$ cat src/design/cfsd_pkg.sv
`default_nettype none

package cfsd_pkg;

   localparam int CARD_W = 48;
   localparam int TICK_W = 16;

   localparam logic [7:0] HEADER_BYTE = 8'hAA;
   localparam logic [7:0] CODE_LOW    = 8'h30;
   localparam logic [7:0] CODE_HIGH   = 8'h33;

   localparam logic [TICK_W-1:0] WINDOW_RESET = 16'd1500;
   localparam logic [TICK_W-1:0] TICKS_MAX    = 16'hFFFF;

   // register select on paddr[2]
   localparam logic REG_WINDOW = 1'b0;

   localparam logic MODE_BYTE = 1'b0;
   localparam logic MODE_TICK = 1'b1;

   typedef enum logic [1:0] {
      PH_HUNT = 2'd0,
      PH_CODE = 2'd1,
      PH_CARD = 2'd2
   } phase_type;

   typedef struct packed {
      logic tick;
      logic card_done;
   } frame_event_type;

endpackage

`default_nettype wire

$ cat src/design/card_frame_sync_dedup_unit.sv
`default_nettype none

// Channel  | Direction | Ports                                   | Moves
// req      | in        | req_valid/req_ready, mode, data_byte    | one byte or tick request
// rsp      | out       | rsp_valid/rsp_ready, card_number        | one reported card
// csr      | in/out    | APB psel/penable/pwrite/paddr/pwdata    | dedup window register
//
// One request per cycle unless rsp stalls; a card reaches rsp after its last byte request.
// Input register feeds the framer/dedup logic, which loads the result register.
// A stalled rsp holds the pipeline; an empty input register still takes one more request.
// Synchronous reset clears framing, dedup history and the window (to 1500).

module card_frame_sync_dedup_unit #(
   parameter int FRAME_BYTES = 8
) (
   input  wire logic                          clock,
   input  wire logic                          reset,
   input  wire logic                          req_valid,
   output logic                               req_ready,
   input  wire logic                          req_mode,
   input  wire logic [7:0]                    req_data_byte,
   output logic                               rsp_valid,
   input  wire logic                          rsp_ready,
   output logic [cfsd_pkg::CARD_W-1:0]        rsp_card_number,
   input  wire logic                          csr_psel,
   input  wire logic                          csr_penable,
   input  wire logic                          csr_pwrite,
   input  wire logic [2:0]                    csr_paddr,
   input  wire logic [31:0]                   csr_pwdata,
   output logic [31:0]                        csr_prdata,
   output logic                               csr_pready
);

   logic                          in_valid_ff;
   logic                          in_mode_ff;
   logic [7:0]                    in_byte_ff;
   logic                          rsp_valid_ff;
   logic [cfsd_pkg::CARD_W-1:0]   rsp_card_ff;
   logic [cfsd_pkg::TICK_W-1:0]   window_ff;
   logic                          advance;
   logic                          step;
   logic                          report;
   logic                          csr_write;
   cfsd_pkg::frame_event_type     frame_event;
   logic [cfsd_pkg::CARD_W-1:0]   card;

   assign advance   = !rsp_valid_ff || rsp_ready;
   assign req_ready = !in_valid_ff || advance;
   assign step      = in_valid_ff && advance;

   always_ff @(posedge clock) begin
      if (reset) begin
         in_valid_ff <= 1'b0;
      end else if (req_ready) begin
         in_valid_ff <= req_valid;
      end
   end

   always_ff @(posedge clock) begin
      if (req_valid && req_ready) begin
         in_mode_ff <= req_mode;
         in_byte_ff <= req_data_byte;
      end
   end

   cfsd_framer #(
      .FRAME_BYTES (FRAME_BYTES)
   ) u_framer (
      .clock     (clock),
      .reset     (reset),
      .step      (step),
      .mode      (in_mode_ff),
      .data_byte (in_byte_ff),
      .event_out (frame_event),
      .card_out  (card)
   );

   cfsd_dedup u_dedup (
      .clock    (clock),
      .reset    (reset),
      .event_in (frame_event),
      .card_in  (card),
      .window   (window_ff),
      .report   (report)
   );

   always_ff @(posedge clock) begin
      if (reset) begin
         rsp_valid_ff <= 1'b0;
      end else if (advance) begin
         rsp_valid_ff <= report;
      end
   end

   always_ff @(posedge clock) begin
      if (advance && report) begin
         rsp_card_ff <= card;
      end
   end

   assign rsp_valid       = rsp_valid_ff;
   assign rsp_card_number = rsp_card_ff;

   assign csr_pready = 1'b1;
   assign csr_write  = csr_psel && csr_penable && csr_pwrite && csr_pready;

   always_ff @(posedge clock) begin
      if (reset) begin
         window_ff <= cfsd_pkg::WINDOW_RESET;
      end else if (csr_write && csr_paddr[2] == cfsd_pkg::REG_WINDOW) begin
         window_ff <= csr_pwdata[cfsd_pkg::TICK_W-1:0];
      end
   end

   always_comb begin
      csr_prdata = '0;
      if (csr_paddr[2] == cfsd_pkg::REG_WINDOW) begin
         csr_prdata = {16'd0, window_ff};
      end
   end

endmodule

`default_nettype wire

$ cat src/design/cfsd_framer.sv
`default_nettype none

module cfsd_framer #(
   parameter int FRAME_BYTES = 8
) (
   input  wire logic                          clock,
   input  wire logic                          reset,
   input  wire logic                          step,
   input  wire logic                          mode,
   input  wire logic [7:0]                    data_byte,
   output cfsd_pkg::frame_event_type          event_out,
   output logic [cfsd_pkg::CARD_W-1:0]        card_out
);

   localparam logic [2:0] CARD_BYTES = 3'(FRAME_BYTES - 2);

   cfsd_pkg::phase_type            phase_ff, phase_in;
   logic [2:0]                     count_ff, count_in;
   logic [cfsd_pkg::CARD_W-1:0]    shift_ff, shift_in;
   logic                           is_byte;
   logic                           code_ok;
   logic [2:0]                     count_inc;
   logic                           last_byte;

   assign is_byte   = (mode == cfsd_pkg::MODE_BYTE);
   assign code_ok   = (data_byte >= cfsd_pkg::CODE_LOW) && (data_byte <= cfsd_pkg::CODE_HIGH);
   assign count_inc = count_ff + 3'd1;
   assign last_byte = !(count_inc < CARD_BYTES);

   // next state
   always_comb begin
      phase_in = phase_ff;
      if (step && is_byte) begin
         case (phase_ff)
            cfsd_pkg::PH_CODE: begin
               if (data_byte == cfsd_pkg::HEADER_BYTE) begin
                  phase_in = cfsd_pkg::PH_CODE;
               end else if (code_ok) begin
                  phase_in = cfsd_pkg::PH_CARD;
               end else begin
                  phase_in = cfsd_pkg::PH_HUNT;
               end
            end
            cfsd_pkg::PH_CARD: begin
               if (last_byte) begin
                  phase_in = cfsd_pkg::PH_HUNT;
               end
            end
            default: begin
               // unused code behaves as hunting
               if (data_byte == cfsd_pkg::HEADER_BYTE) begin
                  phase_in = cfsd_pkg::PH_CODE;
               end else begin
                  phase_in = cfsd_pkg::PH_HUNT;
               end
            end
         endcase
      end
   end

   // outputs and card datapath
   always_comb begin
      count_in            = count_ff;
      shift_in            = shift_ff;
      event_out.tick      = step && !is_byte;
      event_out.card_done = 1'b0;
      if (step && is_byte) begin
         case (phase_ff)
            cfsd_pkg::PH_CODE: begin
               if (data_byte != cfsd_pkg::HEADER_BYTE && code_ok) begin
                  count_in = '0;
                  shift_in = '0;
               end
            end
            cfsd_pkg::PH_CARD: begin
               shift_in = {shift_ff[cfsd_pkg::CARD_W-9:0], data_byte};
               if (last_byte) begin
                  count_in            = '0;
                  event_out.card_done = 1'b1;
               end else begin
                  count_in = count_inc;
               end
            end
            default: begin
               count_in = count_ff;
            end
         endcase
      end
   end

   assign card_out = shift_in;

   always_ff @(posedge clock) begin
      if (reset) begin
         phase_ff <= cfsd_pkg::PH_HUNT;
         count_ff <= '0;
         shift_ff <= '0;
      end else begin
         phase_ff <= phase_in;
         count_ff <= count_in;
         shift_ff <= shift_in;
      end
   end

endmodule

`default_nettype wire

$ cat src/design/cfsd_dedup.sv
`default_nettype none

module cfsd_dedup (
   input  wire logic                          clock,
   input  wire logic                          reset,
   input  wire cfsd_pkg::frame_event_type     event_in,
   input  wire logic [cfsd_pkg::CARD_W-1:0]   card_in,
   input  wire logic [cfsd_pkg::TICK_W-1:0]   window,
   output logic                               report
);

   logic [cfsd_pkg::CARD_W-1:0]  last_card_ff, last_card_in;
   logic                         last_valid_ff, last_valid_in;
   logic [cfsd_pkg::TICK_W-1:0]  elapsed_ff, elapsed_in;
   logic                         suppress;

   assign suppress = last_valid_ff && (card_in == last_card_ff) && (elapsed_ff < window);
   assign report   = event_in.card_done && !suppress;

   always_comb begin
      last_card_in  = last_card_ff;
      last_valid_in = last_valid_ff;
      elapsed_in    = elapsed_ff;
      if (report) begin
         last_card_in  = card_in;
         last_valid_in = 1'b1;
         elapsed_in    = '0;
      end else if (event_in.tick && elapsed_ff != cfsd_pkg::TICKS_MAX) begin
         elapsed_in = elapsed_ff + 16'd1;
      end
   end

   always_ff @(posedge clock) begin
      if (reset) begin
         last_card_ff  <= '0;
         last_valid_ff <= 1'b0;
         elapsed_ff    <= '0;
      end else begin
         last_card_ff  <= last_card_in;
         last_valid_ff <= last_valid_in;
         elapsed_ff    <= elapsed_in;
      end
   end

endmodule

`default_nettype wire

$ cat config.mk
export PLATFORM = sky130hd
export DESIGN_NAME = card_frame_sync_dedup_unit
export DESIGN_NICKNAME = d
export VERILOG_FILES = /design/src/design/cfsd_pkg.sv /design/src/design/card_frame_sync_dedup_unit.sv /design/src/design/cfsd_framer.sv /design/src/design/cfsd_dedup.sv
export SDC_FILE = /design/constraint.sdc
export NUM_CORES = 1
export LEC_CHECK = 0
export ABC_AREA = 1
export ABC_CLOCK_PERIOD_IN_PS = 11400
export BUFFER_PORTS_ARGS = -buffer_cell sky130_fd_sc_hd__buf_4
export CAP_MARGIN = 20
export CORE_ASPECT_RATIO = 1.2
export CORE_UTILIZATION = 45
export DETAILED_ROUTE_END_ITERATION = 8
export PLACE_DENSITY = 0.61
export SYNTH_ARGS = -nofsm -noshare
export SYNTH_HDL_FRONTEND = slang
export SYNTH_HIERARCHICAL = 1
export SYNTH_SLANG_ARGS = --single-unit
$ cat constraint.sdc
create_clock -name clock -period 11.4 [get_ports clock]
set_clock_uncertainty 0.2 [all_clocks]
set_input_delay 0 -clock clock [delete_from_list [all_inputs] [get_ports clock]]
set_output_delay 0 -clock clock [all_outputs]
set_load 0.01 [all_outputs]
==> metrics.txt <==
first-pass GRT wire length=35700 um; Avg Cell Area, Syn=7.35 um2; CP Max Fanout=48; count leader, synth=nand2_1; total power=1340 uW; DRT antenna net count=0; synthesized area=0.00929 mm2; Design Area, Final=0.0112 mm2; drt first pass iters=5; CTS tree=yes; CTS Sinks=193; crit path cell chain=inv_1, nor2_1, nor2_1, nand2_1, nor2_1, nand2_2, nand2_1, nand2_1, inv_1, o21ai_0, nor2_1, nand2_1, nor2_1, nand2_1, nor2_1, nand3_2, nand2_1, inv_1, inv_1, nor2_4, buf_4; fin crit period=4.44 ns; Slew Limit Fails=0; placed instance count=1582; Setup crit end kind=flip-flop; Non-Filler Instances=1669; Post-DP HPWL=14100 um; layout cells sized above 1=12.0%; # hold bufs at CTS=55; #FFs+latches synth=193; H-tree Lvls=4; Hold Path Origin=req_data_byte[2]; Synth area leader=dfxtp_1; area fraction of the dominant cell type after synthesis=29.3%; drt drc=0; final setup vio count=0; fin nets=1461; post-CTS setup repair buffer count=0; Ys Warns=6; die area=0.0212 mm2; Vias/cell=4.70; critical path type=flip-flop to flip-flop; post-CTS sizing=0; Critical Path RT=11.26 ns; CTS buffer count=17; GPL Wtd Cong=0.775; worst-margin pin slew=1.02 ns; drt wl/cell=12.8 um; Post-synth top cells=nand2_1, inv_1, nor2_1, dfxtp_1, a21oi_1; Synth Instances=1263; distinct cell type count after synthesis=34; FFs w/ async S/R, synth=0%; 1st-iter DRT viols=492; Crit-path slowest cell=nand2_2; Die W=133 um; Hold Path Class=input pin to flip-flop; count of boundary I/O pins=134; pwr dens=120 mW/mm2; post-synthesis sequential area ratio=47.7%; # Max-Cap Violations=0; height of the die=159 um; Fmax achieved=225 MHz; Post-synth EDFFs=57; P&R area growth vs syn=20.1%; worst skew pair latency=0.43 ns; Post-Route WL=21300 um; status=finished clean; number of global-route vias before repair=7495; Critical Path Source Type=flip-flop; Final Util=55.1%; Core ar.=0.0203 mm2; Worst R2R End=rsp_card_number[38]$_DFFE_PP_; Worst Setup EP=rsp_card_number[38]$_DFFE_PP_; ant diodes=0; Post-synth top flop=dfxtp_1; # rows=57; Max-slew headroom=32.2%; Clock Tree Root=clkbuf_16; Reg2Reg Depth=21; R2R setup slack=6.96 ns; Max stage delay on crit path=0.73 ns; RSZ-0062 raised after global routing=false; Clock Tree Buf Depth=2; Leak=0.00500 uW; Global Route Usage Sum=21.1%; Buffers on Ports=98; period utilization=38.9%; final hold violation count=0; setup TNS=0 ns; DR vias=7841; leading post-synthesis cells by cell area=dfxtp_1, edfxtp_1, nand2_1, inv_1, nor2_1; grt total ovfl=0; Starting Density=45.9%; VDD IR max=99.0 uV; RR Startpoint=rsp_valid$_SDFFE_PP0N_; crit path from=rsp_valid$_SDFFE_PP0N_; DP Area=0.0101 mm2; largest net degree at the start of global routing=98; initial antenna violation count=0; Arrival @ worst endpoint=4.30 ns; hold path cells=2; Worst-path clk slew=0.07 ns
through the flow:
stage	hold WS, ns	worst slack (ns)
after floorplan	-0.131	6.68
after global placement	-0.0217	7.02
after detailed placement	-0.0206	7.01
after CTS	0.0563	6.96
after global routing	0.0691	6.54
final	0.0744	6.96
layer usage:
| metal | vias up | GRT usage (%) | part of all wire (%) |
|---|---|---|---|
| li1 | 4119 | - | - |
| met1 | 3566 | 26.2 | 46 |
| met2 | 128 | 37.0 | 49 |
| met3 | 28 | 2.83 | 2.7 |
| met4 | 0 | 8.11 | 2.2 |
| met5 | - | 0 | 0 |
cell type report:
cell class              count  area, um2
clock buffers              19        433
clock inverters            13        113
fillers                  1964       9100
inverters                 180        677
multi-input cells         841       3840
flip-flops and latches    193       4430
well taps                 265        332
repair buffers            158       1320
power breakdown:
| part | total, uW | internal (uW) | switching [uW] | leakage [uW] |
|---|---|---|---|---|
| logic | 65.5 | 29.1 | 36.4 | 0.00311 |
| registers | 711 | 707 | 3.57 | 0.00163 |
| clock network | 563 | 301 | 261 | 0.000265 |
state kept, by name (all words and copies together), names as in the netlist:
signal                 count
in_byte_ff                 8
u_framer/phase_ff          2
u_dedup/elapsed_ff        16
rsp_valid                  1
u_dedup/last_card_ff      48
rsp_card_number           48
window_ff                 16
in_valid_ff                1
in_mode_ff                 1
u_framer/count_ff          3
u_framer/shift_ff         48
u_dedup/last_valid_ff      1
logic make-up after synthesis:
group,synth area share [%]
AO/OA/AOI/OAI,6.71
XOR/XNOR,1.79
adder cells (fa/ha/maj),2.56
buffers and inverters,11.7
flip-flops,47.7
other,0.0809
AND/OR/NAND/NOR,29.4
cells in the final DEF, fill, tap and decap left out, types with 12 or more instances in the layout:
cell type      count
nand2_1          396
inv_1            177
nor2_1           158
dfxtp_1          136
buf_4            103
a21oi_1           94
nand3_1           81
edfxtp_1          57
dlygate4sd3_1     55
ha_1              19
conb_1            17
clkbuf_16         17
nand2_2           13
xor2_1            12
worst min path at each step:
| stage | endpoint | slack, ns |
|---|---|---|
| 6_report | in_byte_ff[2]$_DFFE_PP_ | 0.07 |
| 5_1_grt | in_byte_ff[1]$_DFFE_PP_ | 0.07 |
| 4_1_cts | window_ff[4]$_SDFFE_PP1P_ | 0.06 |
| 3_5_place_dp | in_byte_ff[1]$_DFFE_PP_ | -0.02 |
| 3_3_place_gp | in_byte_ff[6]$_DFFE_PP_ | -0.02 |
| 2_1_floorplan | in_valid_ff$_SDFFE_PP0P_ | -0.13 |
worst max-delay path: cells and delay by family, from the launching register on:
family	cells	cell delay (ns)
DFF	1	0.33
AOI/OAI and AO/OA	1	0.17
buffers and inverters	5	0.89
and+or+nand+nor	15	2.39
Power figures use the tool's default switching activity.
